**config.mk**
```make
export PLATFORM = sky130hd
export DESIGN_NAME = wcrp_energy
export DESIGN_NICKNAME = d
export VERILOG_FILES = /design/src/hw/rtl/wcrp_pkg.sv /design/src/hw/rtl/wcrp_energy.sv
export SDC_FILE = /design/constraint.sdc
export NUM_CORES = 2
export LEC_CHECK = 0
export BUFFER_PORTS_ARGS = -buffer_cell sky130_fd_sc_hd__buf_2
export CAP_MARGIN = 10
export CORE_MARGIN = 3
export CORE_UTILIZATION = 60
export DETAILED_ROUTE_END_ITERATION = 10
export MAX_ROUTING_LAYER = met4
export PLACE_DENSITY_LB_ADDON = 0.15
export SLEW_MARGIN = 15
export SYNTH_ARGS = -nofsm -noshare
export SYNTH_HDL_FRONTEND = slang
export SYNTH_SLANG_ARGS = --single-unit
```
**constraint.sdc**
```tcl
create_clock -name clk -period 10.6 [get_ports clk]
set_input_delay 2.12 -clock clk [delete_from_list [all_inputs] [get_ports clk]]
set_output_delay 2.12 -clock clk [all_outputs]
set_load 0.02 [all_outputs]
```
**src/hw/rtl/wcrp_pkg.sv**
```systemverilog
// Shared constants for the waveform column RGB peak block.
// Used by every module of the block; depends on nothing.
`default_nettype none

package wcrp_pkg;

    // Column counter wraps after this many columns
    localparam int MaxColumns = 4096;
    localparam int ColW       = $clog2(MaxColumns);

    // Field widths
    localparam int LvlW    = 8;
    localparam int GainW   = 16;
    localparam int HalfW   = 12;
    localparam int EnergyW = 34;
    localparam int CompW   = 34;
    localparam int OffW    = 24;
    localparam int ClrW    = 13;

    // Register map, index = paddr[4:2]
    localparam logic [2:0] RegLowGain  = 3'd0;
    localparam logic [2:0] RegMidGain  = 3'd1;
    localparam logic [2:0] RegHighGain = 3'd2;
    localparam logic [2:0] RegOverall  = 3'd3;
    localparam logic [2:0] RegHalf     = 3'd4;
    localparam logic [2:0] RegLowClr   = 3'd5;
    localparam logic [2:0] RegMidClr   = 3'd6;
    localparam logic [2:0] RegHighClr  = 3'd7;

endpackage

`default_nettype wire

```
**src/hw/rtl/wcrp_energy.sv**
```systemverilog
// One channel lane of the frame front end: registers squared band levels,
// then weights them by the band gains. Depends on wcrp_pkg.
`default_nettype none

module wcrp_energy
(
    input  wire logic                            clk,
    input  wire logic                            load,
    input  wire logic [wcrp_pkg::LvlW-1:0]       lvl_low,
    input  wire logic [wcrp_pkg::LvlW-1:0]       lvl_mid,
    input  wire logic [wcrp_pkg::LvlW-1:0]       lvl_high,
    input  wire logic [wcrp_pkg::GainW-1:0]      gain_low,
    input  wire logic [wcrp_pkg::GainW-1:0]      gain_mid,
    input  wire logic [wcrp_pkg::GainW-1:0]      gain_high,
    output logic      [wcrp_pkg::EnergyW-1:0]    energy
);

    logic [2*wcrp_pkg::LvlW-1:0] sq_low_reg, sq_mid_reg, sq_high_reg;

    // Square stage
    always_ff @(posedge clk)
    begin
        if (load)
        begin
            sq_low_reg  <= lvl_low * lvl_low;
            sq_mid_reg  <= lvl_mid * lvl_mid;
            sq_high_reg <= lvl_high * lvl_high;
        end
    end

    // Gain weighting
    assign energy = wcrp_pkg::EnergyW'(sq_low_reg)  * wcrp_pkg::EnergyW'(gain_low)
                  + wcrp_pkg::EnergyW'(sq_mid_reg)  * wcrp_pkg::EnergyW'(gain_mid)
                  + wcrp_pkg::EnergyW'(sq_high_reg) * wcrp_pkg::EnergyW'(gain_high);

endmodule

`default_nettype wire

```
==> impl_metrics.env <==
export IMPL_status="complete, but fails checks"
export IMPL_violations="negative setup slack"
export IMPL_grt_pass1_vias=25700
export IMPL_syn_to_final_growth_pct=13.4
export IMPL_cts_buffer_depth=2
export IMPL_antenna_found_initial=1
export IMPL_crit_path_end_kind="output pin"
export IMPL_io_pins=108
export IMPL_cp_max_fo=8
export IMPL_cts_sinks=45
export IMPL_seq_area_um2=1350
export IMPL_die_h_um=237
export IMPL_htreeDepth=2
export IMPL_fin_cells=4331
export IMPL_first_iter_violations=1122
export IMPL_async_flop_share=0
export IMPL_cts_tree="done"
export IMPL_placed_cell_area_um2=34600
export IMPL_synth_top_area_frac=0.469
export IMPL_synth_distinct_cells=55
export IMPL_place_ws_ns=-0.800
export IMPL_final_area_um2=36200
export IMPL_layout_drive_gt1_share=0.148
export IMPL_use_met2=0.505
export IMPL_yosysMostFrequentCell="inv_1"
export IMPL_finalHoldViolCount=0
export IMPL_crit_type="input pin to output pin"
export IMPL_overflow=0
export IMPL_ant_nets=0
export IMPL_cts_hold_buf=0
export IMPL_num_rows=83
export IMPL_hpwlAfterDp_mm=66.7
export IMPL_wl_per_cell_um=17.5
export IMPL_grt_usage=0.294
export IMPL_synthTopCellsByCount="916 x inv_1, 749 x fa_1, 505 x and2_1"
export IMPL_grt_first_pass_wirelength_mm=128
export IMPL_grt_use_met3=0.0146
export IMPL_die_w_um=237
export IMPL_synth_cells=3434
export IMPL_avgSynthCellArea_um2=9.30
export IMPL_met1_usage=0.365
export IMPL_vias=23100
export IMPL_cts_root_buf="clkbuf_16"
export IMPL_post_place_cells=4301
export IMPL_numCtsBuffers=5
export IMPL_wl_mm=75.9
export IMPL_core_area_um2=52000
export IMPL_critPathArrivalTime_ns=8.89
export IMPL_maxCapViolations=0
export IMPL_syn_cell_area_um2=31900
export IMPL_ys_seq_area_frac=0.0423
export IMPL_die_area_um2=56000
export IMPL_setup_violations=21
export IMPL_period_share=1.04
export IMPL_worst_slew_pin_slew_ns=1.10
export IMPL_busiest_layer="met2"
export IMPL_fill_cells=4072
export IMPL_fin_hold_ws_ns=2.14
export IMPL_min_path_type="input pin to register"
export IMPL_finalCriticalPeriod_ns=11.01
export IMPL_yosys_area_top_type="fa_1"
export IMPL_synthFlopType="edfxtp_1"
export IMPL_drv_slew=0
export IMPL_first_pass_iters=5
export IMPL_cts_reportedPaths_clkPinSlew_ns=0.07
export IMPL_yosysWarningCount=0
export IMPL_start_util=0.614
export IMPL_maxSlewHeadroom=0.270
export IMPL_multi_input_area_um2=27800
export IMPL_cp_start_kind="input pin"
export IMPL_crit_required_ns=8.48
export IMPL_grt_max_degree=46
export IMPL_drc=0
export IMPL_synth_edf_count=45
export IMPL_viasPerCell=5.34
export IMPL_max_freq_mhz=90.8
export IMPL_synth_area_leaders="fa_1 47%, ha_1 15%, inv_1 11%"
export IMPL_port_buffers=107
export IMPL_gp_congestion=0.937
export IMPL_synth_seq_cells=45
export IMPL_num_nets_final=4855
export IMPL_rsz0062_at_grt="yes"
export IMPL_worst_slack_ns=-0.412
[path summary, 6_finish.rpt]
check,from,end,slack (ns),depth (start not counted)
min,lvl_mid[0],sq_mid_reg[0],2.14,1
max,gain_mid[10],energy[31],-0.41,25
[cell usage in the layout, fill, tap and decap left out, types with 7 or more instances in the layout]
cell / n
and2_1: 478
a21oi_1: 36
fa_1: 710
and2_4: 27
edfxtp_1: 45
fa_2: 39
ha_1: 363
nand3_1: 8
a21oi_2: 15
buf_2: 45
xnor2_2: 9
buf_4: 202
conb_1: 15
ha_4: 17
and3_1: 9
buf_12: 13
o21ai_1: 7
xor2_1: 14
xnor2_1: 52
inv_1: 888
o211ai_1: 11
a21o_1: 18
nor2_1: 48
nor3_1: 15
buf_6: 42
o21ai_0: 13
nand2_1: 326
nand2_2: 8
a21oi_4: 11
inv_2: 28
nor2b_1: 10
[kinds of logic after synthesis]
group | after synthesis | synth area share
mux | 4 | 0.00141
buf+inv | 1030 | 0.121
flops | 45 | 0.0423
simple gates | 969 | 0.159
xor+xnor | 80 | 0.0219
fa+ha+maj | 1132 | 0.620
other cells | 2 | 0.000235
compound gates | 172 | 0.0346
[final cells by class]
| class | count | share of cell area |
|---|---|---|
| inverters | 916 | 0.0949 |
| well taps | 680 | 0.0235 |
| diodes | 1 | 0.0000691 |
| clock inverters | 3 | 0.000484 |
| clock buffers | 5 | 0.00345 |
| flip-flops and latches | 45 | 0.0373 |
| repair buffers | 309 | 0.0718 |
| multi-input cells | 2372 | 0.768 |
[critical path: stages]
cell      delay [ns]
buf_6           0.12
buf_6           0.12
and2_1          0.15
fa_1            0.53
inv_1           0.06
fa_1            0.49
fa_1            0.50
inv_1           0.05
fa_1            0.47
fa_1            0.60
fa_1            0.44
fa_1            0.46
fa_2            0.58
inv_1           0.06
fa_1            0.47
inv_1           0.06
ha_4            0.24
and4_4          0.19
buf_4           0.12
buf_4           0.13
a21oi_2         0.21
o221ai_2        0.15
o21a_1          0.23
a211oi_4        0.16
buf_6           0.15
[stage by stage]
stage	util	setup TNS [ns]
floorplan	-	-0.177
global placement	0.664	-12.14
detailed placement	0.664	-13.85
CTS	0.684	-7.34
global route	0.696	-10.55
finish	0.696	-6.20
[routing by layer]
layer  share of wire  up-vias
met1            0.38    11900
li1                -    10400
met3           0.039      175
met4           0.054        0
met5               0        -
met2            0.52      573
[what timing repair did]
action	CTS	global route
gates cloned	1	1
endpoints found under the setup margin	25	25
gates resized for setup	211	146
setup buffers	8	11
pin swaps	81	120
Power is left out: the tool's default activity adds up to more than one toggle a clock period on the data nets, which glitch-free logic cannot reach.
