==> src/hw/rtl/wcrp_pkg.sv <==
// Shared constants for the waveform column RGB peak block.
// Used by every module of the block; depends on nothing.
`default_nettype none

package wcrp_pkg;

    // Column counter wraps after this many columns
    localparam int MaxColumns = 4096;
    localparam int ColW       = $clog2(MaxColumns);

    // Field widths
    localparam int LvlW    = 8;
    localparam int GainW   = 16;
    localparam int HalfW   = 12;
    localparam int EnergyW = 34;
    localparam int CompW   = 34;
    localparam int OffW    = 24;
    localparam int ClrW    = 13;

    // Register map, index = paddr[4:2]
    localparam logic [2:0] RegLowGain  = 3'd0;
    localparam logic [2:0] RegMidGain  = 3'd1;
    localparam logic [2:0] RegHighGain = 3'd2;
    localparam logic [2:0] RegOverall  = 3'd3;
    localparam logic [2:0] RegHalf     = 3'd4;
    localparam logic [2:0] RegLowClr   = 3'd5;
    localparam logic [2:0] RegMidClr   = 3'd6;
    localparam logic [2:0] RegHighClr  = 3'd7;

endpackage

`default_nettype wire

==> src/hw/rtl/wcrp_norm.sv <==
// Colour lane: restoring divider giving (C*4096 + M/2) / M, one quotient
// bit a cycle, black when M is zero. Depends on wcrp_pkg.
`default_nettype none

module wcrp_norm
(
    input  wire logic                            clk,
    input  wire logic                            rst_n,
    input  wire logic                            start,
    input  wire logic [wcrp_pkg::CompW-1:0]      comp,
    input  wire logic [wcrp_pkg::CompW-1:0]      maxv,
    output logic                                 done,
    output logic      [wcrp_pkg::ClrW-1:0]       value
);

    localparam int QW = wcrp_pkg::ClrW;
    localparam int NW = wcrp_pkg::CompW + QW;

    localparam logic [1:0] P_IDLE = 2'd0;
    localparam logic [1:0] P_RUN  = 2'd1;
    localparam logic [1:0] P_DONE = 2'd2;

    logic [1:0]                   phase_reg, phase_next;
    logic [3:0]                   cnt_reg, cnt_next;
    logic [wcrp_pkg::CompW-1:0]   r_reg, r_next;
    logic [wcrp_pkg::CompW-1:0]   m_reg, m_next;
    logic [QW-1:0]                low_reg, low_next;
    logic                         mzero_reg, mzero_next;

    logic [wcrp_pkg::CompW:0]     t;

    always_comb
    begin
        phase_next = phase_reg;
        cnt_next   = cnt_reg;
        r_next     = r_reg;
        m_next     = m_reg;
        low_next   = low_reg;
        mzero_next = mzero_reg;
        t          = {r_reg, low_reg[QW-1]};
        unique case (phase_reg)
            P_IDLE, P_DONE:
            begin
                if (start)
                begin
                    // numerator = C*4096 + M/2; quotient fits in 13 bits
                    logic [NW-1:0] n;
                    n          = {1'b0, comp, 12'b0} + NW'(maxv >> 1);
                    r_next     = n[NW-1:QW];
                    low_next   = n[QW-1:0];
                    m_next     = maxv;
                    mzero_next = (maxv == '0);
                    cnt_next   = '0;
                    phase_next = P_RUN;
                end
            end
            P_RUN:
            begin
                if (t >= {1'b0, m_reg})
                begin
                    r_next   = wcrp_pkg::CompW'(t - {1'b0, m_reg});
                    low_next = {low_reg[QW-2:0], 1'b1};
                end
                else
                begin
                    r_next   = t[wcrp_pkg::CompW-1:0];
                    low_next = {low_reg[QW-2:0], 1'b0};
                end
                cnt_next = cnt_reg + 4'd1;
                if (cnt_reg == 4'(QW - 1))
                    phase_next = P_DONE;
            end
            default:
            begin
                phase_next = P_IDLE;
            end
        endcase
    end

    always_ff @(posedge clk or negedge rst_n)
    begin
        if (!rst_n)
        begin
            phase_reg <= P_IDLE;
            cnt_reg   <= '0;
        end
        else
        begin
            phase_reg <= phase_next;
            cnt_reg   <= cnt_next;
        end
    end

    always_ff @(posedge clk)
    begin
        r_reg     <= r_next;
        m_reg     <= m_next;
        low_reg   <= low_next;
        mzero_reg <= mzero_next;
    end

    assign done  = (phase_reg == P_DONE);
    assign value = mzero_reg ? '0 : low_reg;

endmodule

`default_nettype wire
==> config.mk <==
export PLATFORM = sky130hd
export DESIGN_NAME = wcrp_norm
export DESIGN_NICKNAME = d
export VERILOG_FILES = /design/src/hw/rtl/wcrp_pkg.sv /design/src/hw/rtl/wcrp_norm.sv
export SDC_FILE = /design/constraint.sdc
export NUM_CORES = 1
export LEC_CHECK = 0
export BUFFER_PORTS_ARGS = -buffer_cell sky130_fd_sc_hd__buf_4
export CAP_MARGIN = 20
export CORE_MARGIN = 5
export CORE_UTILIZATION = 64
export DETAILED_ROUTE_END_ITERATION = 8
export PLACE_DENSITY = 0.91
export SLEW_MARGIN = 10
export SYNTH_ARGS = -nofsm -noshare
export SYNTH_HDL_FRONTEND = slang
export SYNTH_SLANG_ARGS = --single-unit
==> constraint.sdc <==
create_clock -name clk -period 5.6 [get_ports clk]
set_clock_uncertainty 0.1 [all_clocks]
set_input_delay 1.12 -clock clk [delete_from_list [all_inputs] [get_ports clk]]
set_output_delay 1.12 -clock clk [all_outputs]
set_load 0.02 [all_outputs]
==> impl_metrics.env <==
export IMPL_status="finished clean"
export IMPL_diodes=0
export IMPL_final_net_count=995
export IMPL_worstRegToRegCells=11
export IMPL_ys_flop_type="edfxtp_1"
export IMPL_cts_buffer_depth=2
export IMPL_syn2layout_area_growth_pct=12.1
export IMPL_grt_pass1_wl_um=31600
export IMPL_fmax_mhz=242
export IMPL_fin_crit_sh_pct=73.8
export IMPL_worstSetupStartpointType="register"
export IMPL_ioPinCount=85
export IMPL_clock_root_buffer="clkbuf_8"
export IMPL_hold_path_class="in2async"
export IMPL_cts_num_sinks=88
export IMPL_worstPathArrival_ns=4.12
export IMPL_initial_core_util_pct=65.4
export IMPL_crit_path_end_kind="register"
export IMPL_worstPathRequired_ns=5.59
export IMPL_cts_tree="yes"
export IMPL_die_y_um=116
export IMPL_ys_ff_latch=88
export IMPL_fillers=799
export IMPL_drive_gt1_share_pct=13.6
export IMPL_setup_viol=0
export IMPL_ctsHoldBuffers=0
export IMPL_dp_hpwl_um=15100
export IMPL_slew_headroom_pct=50.8
export IMPL_rrSetupSlack_ns=1.47
export IMPL_drt_first_pass_iters=5
export IMPL_leakage_nw=3.39
export IMPL_drt_iter0_drc=688
export IMPL_routabilityCongestion=0.990
export IMPL_synthesis_nets=929
export IMPL_yosys_warnings=0
export IMPL_rows=38
export IMPL_grtUsageTotal_pct=30.2
export IMPL_crit_type="reg2reg"
export IMPL_r2r_start="r_reg[0]$_DFFE_PP_"
export IMPL_ir_drop_mv=0.414
export IMPL_slew_violations=0
export IMPL_num_vias=6488
export IMPL_synth_cells=799
export IMPL_post_cts_buffers=0
export IMPL_fin_area_um2=7990
export IMPL_yosysMostFrequentCell="nand2_1"
export IMPL_antenna_found_initial=0
export IMPL_cap_violations=0
export IMPL_via_per_inst=6.42
export IMPL_path_max_fanout=38
export IMPL_yosysTopAreaCellShare_pct=34.6
export IMPL_gr_total_overflow=0
export IMPL_synthArstFlopShare_pct=6.82
export IMPL_synth_distinct_cells=66
export IMPL_io_buffers=84
export IMPL_netlist_top_cells_area="edfxtp_1 (35%), ha_1 (10%), a21oi_1 (5.9%)"
export IMPL_core_area_um2=10900
export IMPL_hold_viol=0
export IMPL_cts_inserted_buffers=9
export IMPL_drcViolationCount=0
export IMPL_synthTopCellsByCount="nand2_1 (94), a21oi_1 (84), edfxtp_1 (82)"
export IMPL_pre_cts_ws_ns=1.41
export IMPL_avgSynthCellArea_um2=8.92
export IMPL_wire_per_inst_um=19.4
export IMPL_cts_resized=0
export IMPL_rsz0062_at_grt="false"
export IMPL_grt_start_max_net_pins=68
export IMPL_syn_cell_area_um2=7120
export IMPL_wl_um=19600
export IMPL_clkTransAtPathRegs_ns=0.11
export IMPL_yosysTopAreaCell="edfxtp_1"
export IMPL_period_needed_ns=4.13
export IMPL_placedInstanceArea_um2=7780
export IMPL_die_area_um2=13300
export IMPL_clock_latency_ns=0.38
export IMPL_fin_tns_setup_ns=0
export IMPL_ys_seq_area_share_pct=36.7
export IMPL_final_setup_worst_slack_ns=1.47
export IMPL_fp_dieW_um=116
export IMPL_grt_pass1_vias=6355
export IMPL_tightest_slew_ns=0.739
export IMPL_htree_levels=3
export IMPL_power_density_nw_per_um2=582
export IMPL_r2r_end="r_reg[3]$_DFFE_PP_"
export IMPL_synth_edff_count=82
export IMPL_drtAntennaViolNets=0
[per-layer routing]
metal	vias up	track usage, %	wire [um]
met1	3019	40.7	7910
li1	3054	-	-
met5	-	0	0
met2	365	48.7	8980
met4	0	10.7	616
met3	50	6.01	2050
[final cells by class]
type | count | area, um^2 | share of cell area [%]
inverters | 52 | 195 | 2.44
multi-input cells | 625 | 4140 | 51.8
repair buffers | 89 | 681 | 8.52
clock inverters | 6 | 55.1 | 0.689
clock buffers | 10 | 128 | 1.60
flip-flops and latches | 88 | 2610 | 32.7
well taps | 140 | 175 | 2.19
[where the power goes]
group	internal, mW	total [mW]	switching (mW)
sequential	1.15	1.29	0.145
combinational	1.13	2.93	1.81
clock	0.172	0.430	0.258
total	2.44	4.65	2.21
[worst max-delay path by stage]
stage	start	to	slack (ns)
after floorplan	comp[1]	r_reg[28]$_DFFE_PP_	2.15
after global placement	comp[1]	r_reg[28]$_DFFE_PP_	1.43
after detailed placement	comp[1]	r_reg[28]$_DFFE_PP_	1.41
after CTS	r_reg[0]$_DFFE_PP_	r_reg[3]$_DFFE_PP_	1.56
after global routing	r_reg[0]$_DFFE_PP_	r_reg[3]$_DFFE_PP_	1.29
final	r_reg[0]$_DFFE_PP_	r_reg[3]$_DFFE_PP_	1.47
[critical path, cell delays in order (launching register included)]
cell and delay [ns]:
edfxtp_1 0.47, ha_1 0.36, nor2b_1 0.17, o31a_4 0.31
o41ai_4 0.32, a2111oi_4 0.17, o31ai_4 0.35, o21a_2 0.61
buf_4 0.43, a211oi_1 0.09, a211oi_1 0.35, a21oi_1 0.10
[logic make-up after synthesis]
| group | Yosys count | synth area share (%) |
|---|---|---|
| and+or+nand+nor | 253 | 16.6 |
| AOI/OAI and AO/OA | 253 | 23.3 |
| DFF | 88 | 36.7 |
| adders and majority gates | 59 | 10.6 |
| buffers and inverters | 86 | 5.36 |
| xor gates and xnor gates | 56 | 6.88 |
| muxes | 4 | 0.562 |
[cell usage in the layout (no fill, tap or decap), types with 4 or more instances in the layout]
cell / instances
a21oi_1: 84
nor2_1: 62
and2_1: 4
o21ai_0: 45
a21o_1: 22
xnor2_1: 25
nand3_1: 13
inv_6: 4
nor2b_1: 17
nor4_1: 12
ha_1: 57
o21a_1: 10
o211ai_1: 10
clkbuf_8: 9
buf_4: 88
mux2i_1: 4
xor2_1: 31
and3_1: 5
a21boi_1: 6
edfxtp_1: 82
nand2_1: 93
a31oi_1: 4
dfrtp_1: 6
nand4_1: 17
o21bai_1: 5
a211oi_1: 20
inv_1: 52
o21ai_1: 6
nand2b_1: 6
nor3_1: 8
[per-stage QoR]
step | std cells | util, % | power (mW) | hold WS [ns]
global placement | 993 | 71.5 | 3.99 | 0.369
global route | 1010 | 73.3 | 4.98 | 0.397
floorplan | 799 | - | 3.47 | 0.349
detailed placement | 993 | 71.5 | 4.12 | 0.405
CTS | 1009 | 73.2 | 4.57 | 0.413
finish | 1010 | 73.3 | 4.65 | 0.422
(Power assumes the default switching activity.)
