File: config.mk
export PLATFORM = sky130hd
export DESIGN_NAME = wcrp_root
export DESIGN_NICKNAME = d
export VERILOG_FILES = /design/src/hw/rtl/wcrp_pkg.sv /design/src/hw/rtl/wcrp_root.sv
export SDC_FILE = /design/constraint.sdc
export NUM_CORES = 2
export LEC_CHECK = 0
export ABC_AREA = 1
export BUFFER_PORTS_ARGS = -buffer_cell sky130_fd_sc_hd__buf_2
export CAP_MARGIN = 20
export CORE_MARGIN = 1.5
export CORE_UTILIZATION = 60
export CTS_BUF_LIST = sky130_fd_sc_hd__clkbuf_8
export DETAILED_ROUTE_END_ITERATION = 16
export HOLD_SLACK_MARGIN = 0.1
export PLACE_DENSITY = 0.87
export SKIP_CTS_REPAIR_TIMING = 1
export SYNTH_ARGS = -nofsm -noshare
export SYNTH_HDL_FRONTEND = slang
export SYNTH_SLANG_ARGS = --single-unit
File: constraint.sdc
create_clock -name clk -period 5.8 [get_ports clk]
set_clock_uncertainty 0.05 [all_clocks]
set_input_delay 1.16 -clock clk [delete_from_list [all_inputs] [get_ports clk]]
set_output_delay 1.16 -clock clk [all_outputs]
set_load 0.05 [all_outputs]
File: src/hw/rtl/wcrp_pkg.sv
// Shared constants for the waveform column RGB peak block.
// Used by every module of the block; depends on nothing.
`default_nettype none

package wcrp_pkg;

    // Column counter wraps after this many columns
    localparam int MaxColumns = 4096;
    localparam int ColW       = $clog2(MaxColumns);

    // Field widths
    localparam int LvlW    = 8;
    localparam int GainW   = 16;
    localparam int HalfW   = 12;
    localparam int EnergyW = 34;
    localparam int CompW   = 34;
    localparam int OffW    = 24;
    localparam int ClrW    = 13;

    // Register map, index = paddr[4:2]
    localparam logic [2:0] RegLowGain  = 3'd0;
    localparam logic [2:0] RegMidGain  = 3'd1;
    localparam logic [2:0] RegHighGain = 3'd2;
    localparam logic [2:0] RegOverall  = 3'd3;
    localparam logic [2:0] RegHalf     = 3'd4;
    localparam logic [2:0] RegLowClr   = 3'd5;
    localparam logic [2:0] RegMidClr   = 3'd6;
    localparam logic [2:0] RegHighClr  = 3'd7;

endpackage

`default_nettype wire

File: src/hw/rtl/wcrp_root.sv
// Bar offset lane: finds the largest q with 3*q*q <= energy*65536 one digit a
// cycle (the integer root of energy*65536/3), then scales. Depends on wcrp_pkg.
`default_nettype none

module wcrp_root
(
    input  wire logic                            clk,
    input  wire logic                            rst_n,
    input  wire logic                            start,
    input  wire logic [wcrp_pkg::EnergyW-1:0]    energy,
    input  wire logic [wcrp_pkg::GainW-1:0]      overall_gain,
    input  wire logic [wcrp_pkg::HalfW-1:0]      half_height,
    output logic                                 done,
    output logic      [wcrp_pkg::OffW-1:0]       offset
);

    localparam int ShW   = wcrp_pkg::EnergyW + 16;
    localparam int RootW = ShW / 2;
    // remainder stays below 6*root + 3
    localparam int RemW  = RootW + 3;
    localparam int GhW   = wcrp_pkg::GainW + wcrp_pkg::HalfW;
    localparam int ProdW = GhW + RootW;

    localparam logic [2:0] P_IDLE = 3'd0;
    localparam logic [2:0] P_SQRT = 3'd2;
    localparam logic [2:0] P_MUL  = 3'd3;
    localparam logic [2:0] P_DONE = 3'd4;

    logic [2:0]       phase_reg, phase_next;
    logic [5:0]       cnt_reg, cnt_next;
    logic [ShW-1:0]   sh_reg, sh_next;
    logic [RemW-1:0]  rem_reg, rem_next;
    logic [RootW-1:0] root_reg, root_next;
    logic [GhW-1:0]   gh_reg, gh_next;
    logic [ProdW-1:0] prod_reg, prod_next;

    logic [RootW+1:0] four1;
    logic [RemW+1:0]  rs, trial;
    logic [ProdW:0]   rounded;

    always_comb
    begin
        phase_next = phase_reg;
        cnt_next   = cnt_reg;
        sh_next    = sh_reg;
        rem_next   = rem_reg;
        root_next  = root_reg;
        gh_next    = gh_reg;
        prod_next  = prod_reg;
        rs         = {rem_reg, sh_reg[ShW-1:ShW-2]};
        four1      = {root_reg, 2'b01};
        // trial = 3 * (4*root + 1)
        trial      = (RemW+2)'(four1) + (RemW+2)'({four1, 1'b0});
        unique case (phase_reg)
            P_IDLE, P_DONE:
            begin
                if (start)
                begin
                    phase_next = P_SQRT;
                    cnt_next   = '0;
                    sh_next    = {energy, 16'b0};
                    rem_next   = '0;
                    root_next  = '0;
                    gh_next    = overall_gain * half_height;
                end
            end
            // Root of N/3, one result bit a cycle
            P_SQRT:
            begin
                if (rs >= trial)
                begin
                    rem_next  = RemW'(rs - trial);
                    root_next = {root_reg[RootW-2:0], 1'b1};
                end
                else
                begin
                    rem_next  = RemW'(rs);
                    root_next = {root_reg[RootW-2:0], 1'b0};
                end
                sh_next  = {sh_reg[ShW-3:0], 2'b00};
                cnt_next = cnt_reg + 6'd1;
                if (cnt_reg == 6'(RootW - 1))
                    phase_next = P_MUL;
            end
            P_MUL:
            begin
                prod_next  = ProdW'(gh_reg) * ProdW'(root_reg);
                phase_next = P_DONE;
            end
            default:
            begin
                phase_next = P_IDLE;
            end
        endcase
    end

    always_ff @(posedge clk or negedge rst_n)
    begin
        if (!rst_n)
        begin
            phase_reg <= P_IDLE;
            cnt_reg   <= '0;
        end
        else
        begin
            phase_reg <= phase_next;
            cnt_reg   <= cnt_next;
        end
    end

    always_ff @(posedge clk)
    begin
        sh_reg   <= sh_next;
        rem_reg  <= rem_next;
        root_reg <= root_next;
        gh_reg   <= gh_next;
        prod_reg <= prod_next;
    end

    // Round at bit 30
    assign rounded = {1'b0, prod_reg} + (ProdW+1)'(1 << 29);
    assign offset  = rounded[30 +: wcrp_pkg::OffW];
    assign done    = (phase_reg == P_DONE);

endmodule

`default_nettype wire

==> metrics <==
Final nets approximately 6500; max-slew violations 0; most frequent cells in the layout 1447 x inv_1, 1410 x nand2_1, 725 x fa_1; Seq cells post-synth 148; Post-DP HPWL between 80000 and 90000 um; post-synth top area cell fa_1; Synth async-reset ratio 0.0608; crit path capture type register; slowest stage delay, CP 0.55 ns; CP required between 6 and 7 ns; CTS root buf clkbuf_8; CP Max Fanout 4; total grt overflow 0; gr usage total 0.331; First-pass DRT Iterations 6; HP Class in2async; Final Critical Period ~6.3 ns; largest cells by area after synthesis fa_1 37%, inv_1 14%, nand2_1 14%, edfxtp_1 11%, ha_1 9.8%; post-synth top area share 0.373; Antenna Nets Post-Route 0; CP max-delay cell fa_1; max reg flops 34; CP most frequent cell fa_1; CTS tree done; synthesized area between 0.03 and 0.04 mm2; area of the multi-input gates between 0.02 and 0.03 mm2; FMAX about 160 MHz; crit-path cells buf_4 > buf_4 > nand2_1 > inv_1 > fa_1 > fa_1 > inv_1 > fa_1 > fa_1 > inv_1 > fa_1 > fa_1 > inv_1 > fa_1 > inv_1 > ha_4 > nand2_1 > nor2_2 > buf_4 > nand2_1 > nor2_2 > nand4_1 > nand4_1 > nand2_1; Routed WL 108000 um; Main synth FF type edfxtp_1; measured slew at the worst slew-check pin roughly 1.1 ns; failing checks setup timing; max-cap viol count 0; initial antenna violation count 4; share of the clock period used by the worst path 1.08; DRC 0; Setup WS pre-CTS -0.548 ns; Worst-path clk slew ~0.1 ns; commonest non-fill, non-tap cell in the layout inv_1; initial DRC count around 3200; I/O pins 90; clock buffer depth 2; final worst slack -0.472 ns; Avg Cell Area, Syn approximately 7.6 um2; Cells after Synth between 5000 and 6000; Slew headroom 0.249; Crit Reg-Reg Startpoint gh_reg[23]; Reg2Reg Depth 24; Setup CP Type reg2reg; status finished with violations; worst skew pair latency ~0.56 ns; share of layout cells above drive strength 1 0.123; Num CTS Buffers 17; PortBufs ~90; initial core utilization 0.609; Die Ht 259 um; global-route wire length before repair ~180000 um; Synth Net Count approximately 6300; Critical R2R Capture prod_reg[37]; row cnt 93; H-tree depth 4; Post-synth EDFFs between 100 and 150; Finished Core Util 0.690; Via Count approximately 34000; RSZ-0062 raised after global routing true; Num Clock Sinks approximately 150; post-DR wirelength/cell 17.3 um; largest net degree at the start of global routing 69; vias in the first global route around 36000; P&R area growth vs syn 13.3%; Fin. Hold Viols 0; Routability Congestion just under 1; FF-to-FF setup slack -0.47 ns; Reg area roughly 0.0044 mm2; Setup crit start kind register; DR vias/cell around 5.4; setup violators final 24; total die area approximately 0.067 mm2; Yosys cell types 50; Synthesis Warnings 0; register area share after synthesis 0.112; Die X 259 um; fillcell total roughly 4800; CP arrival 6.53 ns; CORE AREA ~0.065 mm2
==> area by class of cell <==
class                           instances  area share
Timing Repair Buffer                  425      0.0848
Multi-Input combinational cell       3346       0.661
Tap cell                              855      0.0240
Antenna cell                            3    0.000168
Inverter                             1459       0.123
Sequential cell                       148      0.0986
Clock buffer                           17     0.00524
Clock inverter                         15     0.00364
==> logic make-up (layout without fill, tap and decap cells) <==
logic type	count (synthesis)	count (layout)	share of synthesized area
xor gates and xnor gates	92	92	0.0204
DFF	148	148	0.112
and+or+nand+nor	1861	1861	0.187
adders and majority gates	1043	1043	0.471
other	0	3	0
buffers and inverters	1674	1916	0.160
AOI/OAI and AO/OA	350	350	0.0492
==> cells in the mapped netlist, types with 2 or more instances <==
master       n
a211oi_1     2
a21boi_0     4
a21o_1      11
a21oi_1    162
a21oi_2     16
a31oi_1      2
and2_1       2
buf_1       16
buf_2        3
buf_4        3
buf_6        3
clkbuf_1   190
dfrtp_1      9
edfxtp_1   139
fa_1       735
ha_1       308
inv_1     1456
inv_2        2
nand2_1   1436
nand2_2      3
nand3_1     98
nand3_2      2
nand3b_1     4
nand4_1     40
nor2_1     233
nor2_2       4
nor3_1      23
nor3b_1      2
nor4_1       7
o21a_1       7
o21ai_0     94
o21ai_1     26
o21bai_1    18
o22ai_1      2
xnor2_1     50
xor2_1      42
==> per-stage QoR <==
stage	hold WS (ns)	setup TNS (ns)	instances	cell area [um2]
4_1_cts	0.348	-11.18	6250	43800
6_report	0.379	-9.15	6268	44600
3_3_place_gp	0.399	-9.78	6218	43400
2_1_floorplan	0.376	-0.0241	5168	39800
3_5_place_dp	0.403	-11.94	6218	43400
5_1_grt	0.374	-13.87	6268	44600
==> worst max-delay path: cells and delay by family, from the launching register on <==
kind                       cells  cell delay (ns)
adders and majority gates      8             3.81
buffers and inverters          8             0.78
DFF                            1             0.38
and+or+nand+nor                8             0.99
==> how the worst max path moves through the flow <==
stage / endpoint / cells after the start / start / slack (ns)
2_1_floorplan: prod_reg[51] / 25 / root_reg[1] / -0.008
3_3_place_gp: prod_reg[47] / 23 / gh_reg[23] / -0.50
3_5_place_dp: prod_reg[33] / 23 / gh_reg[23] / -0.55
4_1_cts: prod_reg[33] / 23 / gh_reg[23] / -0.57
5_1_grt: prod_reg[37] / 24 / gh_reg[23] / -0.68
6_report: prod_reg[37] / 24 / gh_reg[23] / -0.47
==> per-layer routing <==
| metal | up-vias | global-route usage | part of all wire |
|---|---|---|---|
| met5 | - | 0 | 0 |
| met4 | 0 | 0.151 | 0.049 |
| met3 | 410 | 0.0522 | 0.085 |
| met2 | 1691 | 0.572 | 0.49 |
| met1 | 16582 | 0.408 | 0.38 |
| li1 | 15398 | - | - |
Power is not shown: default switching activity piles up to over one toggle a cycle in this logic, so the estimate is an artifact.
